--- config.mk ---
export PLATFORM = sky130hd
export DESIGN_NAME = gcnf_axis
export DESIGN_NICKNAME = d
export VERILOG_FILES = /design/src/sv/gcnf_pkg.sv /design/src/sv/gcnf_axis.sv
export SDC_FILE = /design/constraint.sdc
export NUM_CORES = 2
export LEC_CHECK = 0
export BUFFER_PORTS_ARGS = -buffer_cell sky130_fd_sc_hd__clkbuf_2
export CAP_MARGIN = 20
export CORE_MARGIN = 3
export CORE_UTILIZATION = 44
export DETAILED_ROUTE_END_ITERATION = 12
export GPL_TIMING_DRIVEN = 0
export PLACE_DENSITY_LB_ADDON = 0.2
export REMOVE_ABC_BUFFERS = 1
export SYNTH_ARGS = -nofsm -noshare
export SYNTH_HDL_FRONTEND = slang
export SYNTH_SLANG_ARGS = --single-unit
--- constraint.sdc ---
create_clock -name aclk -period 9.7 [get_ports aclk]
set_clock_uncertainty 0.2 [all_clocks]
set_input_delay 0.485 -clock aclk [delete_from_list [all_inputs] [get_ports aclk]]
set_output_delay 0.485 -clock aclk [all_outputs]
set_load 0.005 [all_outputs]
--- src/sv/gcnf_pkg.sv ---
// Shared types and constants for the grid cell neighbor finder.
// Holds status codes, register indexes, the neighbor offset table and the job record.
// No dependencies.
`timescale 1ns / 1ps

package gcnf_pkg;

    typedef logic [1:0] status_t;

    localparam status_t ST_FOUND   = 2'd0;
    localparam status_t ST_OUTSIDE = 2'd1;
    localparam status_t ST_FAREDGE = 2'd2;
    localparam status_t ST_NONE    = 2'd3;

    typedef logic [2:0] reg_idx_t;

    localparam reg_idx_t REG_INV_CELL_SIZE = 3'd0;
    localparam reg_idx_t REG_CELLS_X       = 3'd1;
    localparam reg_idx_t REG_CELLS_Y       = 3'd2;
    localparam reg_idx_t REG_CELLS_Z       = 3'd3;
    localparam reg_idx_t REG_RANGE_X       = 3'd4;
    localparam reg_idx_t REG_RANGE_Y       = 3'd5;
    localparam reg_idx_t REG_RANGE_Z       = 3'd6;

    localparam int NUM_NB  = 26;
    localparam int CELL_OW = 10;

    // Per-axis offset codes, two's complement in two bits.
    localparam logic [1:0] OM = 2'b11;
    localparam logic [1:0] OZ = 2'b00;
    localparam logic [1:0] OP = 2'b01;

    // {dx, dy, dz}: faces, then edges, then corners.
    localparam logic [5:0] NB_OFF [NUM_NB] = '{
        {OM, OZ, OZ}, {OP, OZ, OZ}, {OZ, OM, OZ}, {OZ, OP, OZ}, {OZ, OZ, OM}, {OZ, OZ, OP},
        {OZ, OM, OM}, {OZ, OM, OP}, {OZ, OP, OP}, {OZ, OP, OM},
        {OM, OZ, OM}, {OM, OZ, OP}, {OP, OZ, OM}, {OP, OZ, OP},
        {OM, OM, OZ}, {OM, OP, OZ}, {OP, OM, OZ}, {OP, OP, OZ},
        {OM, OM, OM}, {OM, OM, OP}, {OM, OP, OM}, {OM, OP, OP},
        {OP, OM, OM}, {OP, OM, OP}, {OP, OP, OM}, {OP, OP, OP}
    };

    typedef struct packed {
        logic                 list;
        status_t              status;
        logic [CELL_OW-1:0]   cx;
        logic [CELL_OW-1:0]   cy;
        logic [CELL_OW-1:0]   cz;
        logic [NUM_NB-1:0]    mask;
    } job_t;

    // lo[a]: a step down on axis a stays in the grid; hi[a]: a step up does.
    // Axis 2 is x, 1 is y, 0 is z, matching the code order in NB_OFF.
    function automatic logic [NUM_NB-1:0] nb_mask(input logic [2:0] lo, input logic [2:0] hi);
        logic [NUM_NB-1:0] m;
        logic [1:0]        c;
        m = '0;
        for (int i = 0; i < NUM_NB; i++) begin
            m[i] = 1'b1;
            for (int a = 0; a < 3; a++) begin
                c = NB_OFF[i][2*a +: 2];
                if (c == OM && !lo[a]) m[i] = 1'b0;
                if (c == OP && !hi[a]) m[i] = 1'b0;
            end
        end
        return m;
    endfunction

endpackage

--- src/sv/gcnf_axis.sv ---
// One axis of the cell locator: range test and reciprocal multiply, then index compare.
// Depends on gcnf_pkg.
`timescale 1ns / 1ps

module gcnf_axis #(
    parameter int MAX_CELLS_PER_AXIS = 1024,
    parameter int FRAC_BITS          = 16
) (
    input  logic                       aclk,
    input  logic                       load,
    input  logic signed [31:0]         pos,
    input  logic [30:0]                range_val,
    input  logic [23:0]                inv,
    input  logic [10:0]                cells,
    output gcnf_pkg::status_t          cls,
    output logic [gcnf_pkg::CELL_OW-1:0] cell_idx,
    output logic                       lo_ok,
    output logic                       hi_ok
);

    localparam int PROD_W  = 55;
    localparam int SHIFT   = 2 * FRAC_BITS;
    localparam int EFF_MAX = (MAX_CELLS_PER_AXIS < 2047) ? MAX_CELLS_PER_AXIS : 2047;
    localparam logic [10:0] EFF_MAX11 = 11'(EFF_MAX);

    logic              outside_reg;
    logic [PROD_W-1:0] prod_reg;
    logic [PROD_W-1:0] idx;
    logic [10:0]       eff;

    always_ff @(posedge aclk) begin
        if (load) begin
            outside_reg <= pos[31] || (pos[30:0] > range_val);
            prod_reg    <= PROD_W'(pos[30:0]) * PROD_W'(inv);
        end
    end

    always_comb begin
        eff      = (cells > EFF_MAX11) ? EFF_MAX11 : cells;
        idx      = prod_reg >> SHIFT;
        cell_idx = idx[gcnf_pkg::CELL_OW-1:0];
        lo_ok    = (idx != '0);
        hi_ok    = ((idx + PROD_W'(1)) < PROD_W'(eff));
        priority if (outside_reg) begin
            cls = gcnf_pkg::ST_OUTSIDE;
        end else if (idx >= PROD_W'(eff)) begin
            cls = gcnf_pkg::ST_FAREDGE;
        end else begin
            cls = gcnf_pkg::ST_FOUND;
        end
    end

endmodule

==> results_tabular.tex <==
\begin{tabular}{lr}
\hline
Metric & Value \\
\hline
\multicolumn{2}{l}{\textbf{Run}} \\
Max-capacitance violation count & 0 \\
\multicolumn{2}{l}{\textbf{Yosys}} \\
Number of enable flip-flop cells after synthesis & 24 \\
Sequential share of the synthesized area & 0.0280 \\
Distinct cell type count of the synthesized netlist & 59 \\
Post-synth ARST share & 0 \\
Cell area after synthesis & 25,700 um2 \\
Per-instance average area after synthesis & 8.96 um2 \\
Synth Register Bits & 24 \\
Most used flip-flop cell after synthesis & edfxtp\_1 \\
Total of warnings raised by yosys & 0 \\
Gate Count Post-Synth & 2,875 \\
Cell types with the largest area share after synthesis & fa\_1 49\%, ha\_1 11\%, inv\_1 10\%, and2\_1 9.2\%, nand2\_1 5.9\% \\
Area leader, netlist & fa\_1 \\
Share of the synthesized area in the top cell type & 0.494 \\
\multicolumn{2}{l}{\textbf{Routing}} \\
DR DRC count & 0 \\
Drt first-iter violations & 1,022 \\
Vias per Instance & 5.26 \\
Via Count & around 19,000 \\
Routed wire length & 75.7 mm \\
Number of nets still failing antenna checks after routing & 0 \\
Pre-Repair DR Iteration Count & 5 \\
WL/cell & 20.9 um \\
\multicolumn{2}{l}{\textbf{CTS}} \\
CTS Buf Count & 3 \\
Maximum clock insertion buffer count & 2 \\
Library cell used as clock root buffer & clkbuf\_16 \\
Count of clock tree sinks & 24 \\
H-tree levels & 1 \\
Clock transition at the registers of the reported paths & 0.06 ns \\
Hold buffer count at CTS & 0 \\
Post-CTS Setup Bufs & 0 \\
Post\_cts resized & 0 \\
CTS tree & built \\
\multicolumn{2}{l}{\textbf{Layout}} \\
Final Net Count & 3,819 \\
Number of diodes added for antenna fixing & 0 \\
Finished Layout Cells & around 3,600 \\
Share of layout cells above drive strength 1 & 0.0495 \\
Area growth from synthesis to layout & 4.45\% \\
Most frequent cells in the layout & 715 x inv\_1, 635 x fa\_1, 402 x nand2\_1 \\
Flip-flop count of the largest register after layout & 23 \\
Most common library cell in the layout ignoring fill and taps & inv\_1 \\
\multicolumn{2}{l}{\textbf{Floorplanning}} \\
Total number of placement rows & just under 90 \\
DIE WIDTH & between 200 and 250 um \\
Initial Utilization & 0.445 \\
Area of the die & a little over 60,000 um2 \\
Core area & 57,800 um2 \\
Number of top-level pins & 114 \\
Height of the die & $\sim$250 um \\
\multicolumn{2}{l}{\textbf{Timing}} \\
Final setup violation count & 0 \\
Final hold violations & 0 \\
Final-layout worst hold slack & 0.467 ns \\
Worst slew pin tran & about 1.1 ns \\
Setup repair after global routing missed its margin & no \\
Post-route minimum period & 7.93 ns \\
FMAX & 126 MHz \\
Max-slew violation count & 0 \\
Worst slew margin relative to its limit & 0.240 \\
Setup TNS after final layout & 0 ns \\
Period Utilization, post-route & 0.818 \\
\multicolumn{2}{l}{\textbf{Global route}} \\
Busiest grt layer & met2 \\
Global routing usage on met1 & 0.344 \\
Remaining Overflow, GRT & 0 \\
Total global routing track utilization & 0.257 \\
Initial antenna violation count & 3 \\
First-pass GRT wire length & about 120 mm \\
Pin count of the biggest net entering global routing & 32 \\
Met2 usage in global routing & 0.450 \\
Via count of the first global-routing pass & 21,500 \\
Global routing usage on met3 & 0.0261 \\
\multicolumn{2}{l}{\textbf{Critical path}} \\
Critical path class & input pin to flop \\
Max incr delay on CP & 0.60 ns \\
Crit start category & input pin \\
Max FO, Critical Path & 31 \\
Most Frequent Cell on Critical Path & fa\_1 \\
Worst path cell trace & clkbuf\_2 -> and2\_1 -> fa\_1 -> fa\_1 -> inv\_1 -> fa\_1 -> fa\_1 -> inv\_1 -> fa\_1 -> fa\_1 -> inv\_1 -> fa\_1 -> inv\_1 -> ha\_1 -> a21o\_1 -> a21o\_1 -> a21oi\_1 -> o211ai\_2 -> o21ai\_2 -> nand2\_2 -> a311o\_1 -> a211oi\_1 -> nor2\_1 \\
Worst setup path startpoint & inv[6] \\
CP Capture Type & flop \\
Critical-path cell with the highest stage delay & fa\_1 \\
Crit path DAT & 7.73 ns \\
Data required, critical path & 9.50 ns \\
\multicolumn{2}{l}{\textbf{Place}} \\
RD Place Congestion & 0.888 \\
Number of placed instances with taps included & between 3,000 and 4,000 \\
Buffers on Ports & 113 \\
Total half-perimeter wirelength after legalization and detailed placement & 54.5 mm \\
\multicolumn{2}{l}{\textbf{Hold path}} \\
Hold Path Class & input pin to flop \\
Worst min-delay path endpoint & outside\_reg \\
HP Start & pos[31] \\
Worst hold path cell count & 2 \\
\multicolumn{2}{l}{\textbf{Status}} \\
Outcome & finished, final reports clean \\
\hline
\end{tabular}
metrics by stage:
step / area, um2 / setup WS, ns / utilization
floorplan: 25200 / 3.13 / -
global placement: 26700 / 1.61 / 0.462
detailed placement: 26700 / 1.58 / 0.463
CTS: 26800 / 1.81 / 0.464
global route: 26900 / 1.55 / 0.465
finish: 26900 / 1.77 / 0.465
layout make-up:
cell class | instances | area, um2
fillers | 5643 | 30900
multi-input cells | 1989 | 21800
inverters | 716 | 2690
well taps | 765 | 957
flip-flops and latches | 24 | 721
repair buffers | 118 | 673
clock buffers | 3 | 75.1
clock inverters | 1 | 30.0
metal layers:
layer,wire length (um),part of all wire
met1,31200,0.41
met4,2080,0.027
met3,4740,0.063
met5,0,0
met2,37600,0.50
worst max-delay path: cells and delay by family:
kind                     cells  cell delay, ns
AND/OR/NAND/NOR              3            0.64
AO/OA/AOI/OAI                7            1.75
adder cells (fa/ha/maj)      8            4.04
buffers and inverters        5            0.81
how the worst max path moves through the flow:
stage	end	slack, ns
final	prod_reg[52]	1.77
after detailed placement	prod_reg[52]	1.58
after CTS	prod_reg[52]	1.81
after global routing	prod_reg[52]	1.55
after floorplan	prod_reg[52]	3.13
after global placement	prod_reg[52]	1.61
synthesized netlist by cell type (2+ instances only):
master	count
and2_1	377
nand4_1	21
o21ai_2	4
o21ai_0	25
xor2_1	16
o2111ai_1	2
o21ai_1	7
nor2b_1	8
buf_4	11
a211o_1	4
nor3_1	16
a221o_1	2
xnor2_1	21
nand2b_1	6
o211ai_1	5
inv_1	715
and4_1	3
o221ai_1	3
ha_1	232
a31oi_1	7
nand4b_1	2
o21a_1	10
nor4_1	4
nor2_1	33
and3_1	2
nand3_1	17
edfxtp_1	24
a21oi_4	3
a21o_1	44
clkbuf_1	135
a21oi_1	47
nand2_1	402
o211ai_2	4
a211oi_1	4
fa_1	635
kinds of logic after synthesis:
family	synth area share
flops	0.0280
fa+ha+maj	0.606
buf+inv	0.127
simple gates	0.176
compound gates	0.0502
xor+xnor	0.0126
Power is not shown: default switching activity piles up to over one toggle a cycle in this logic, so the estimate is an artifact.
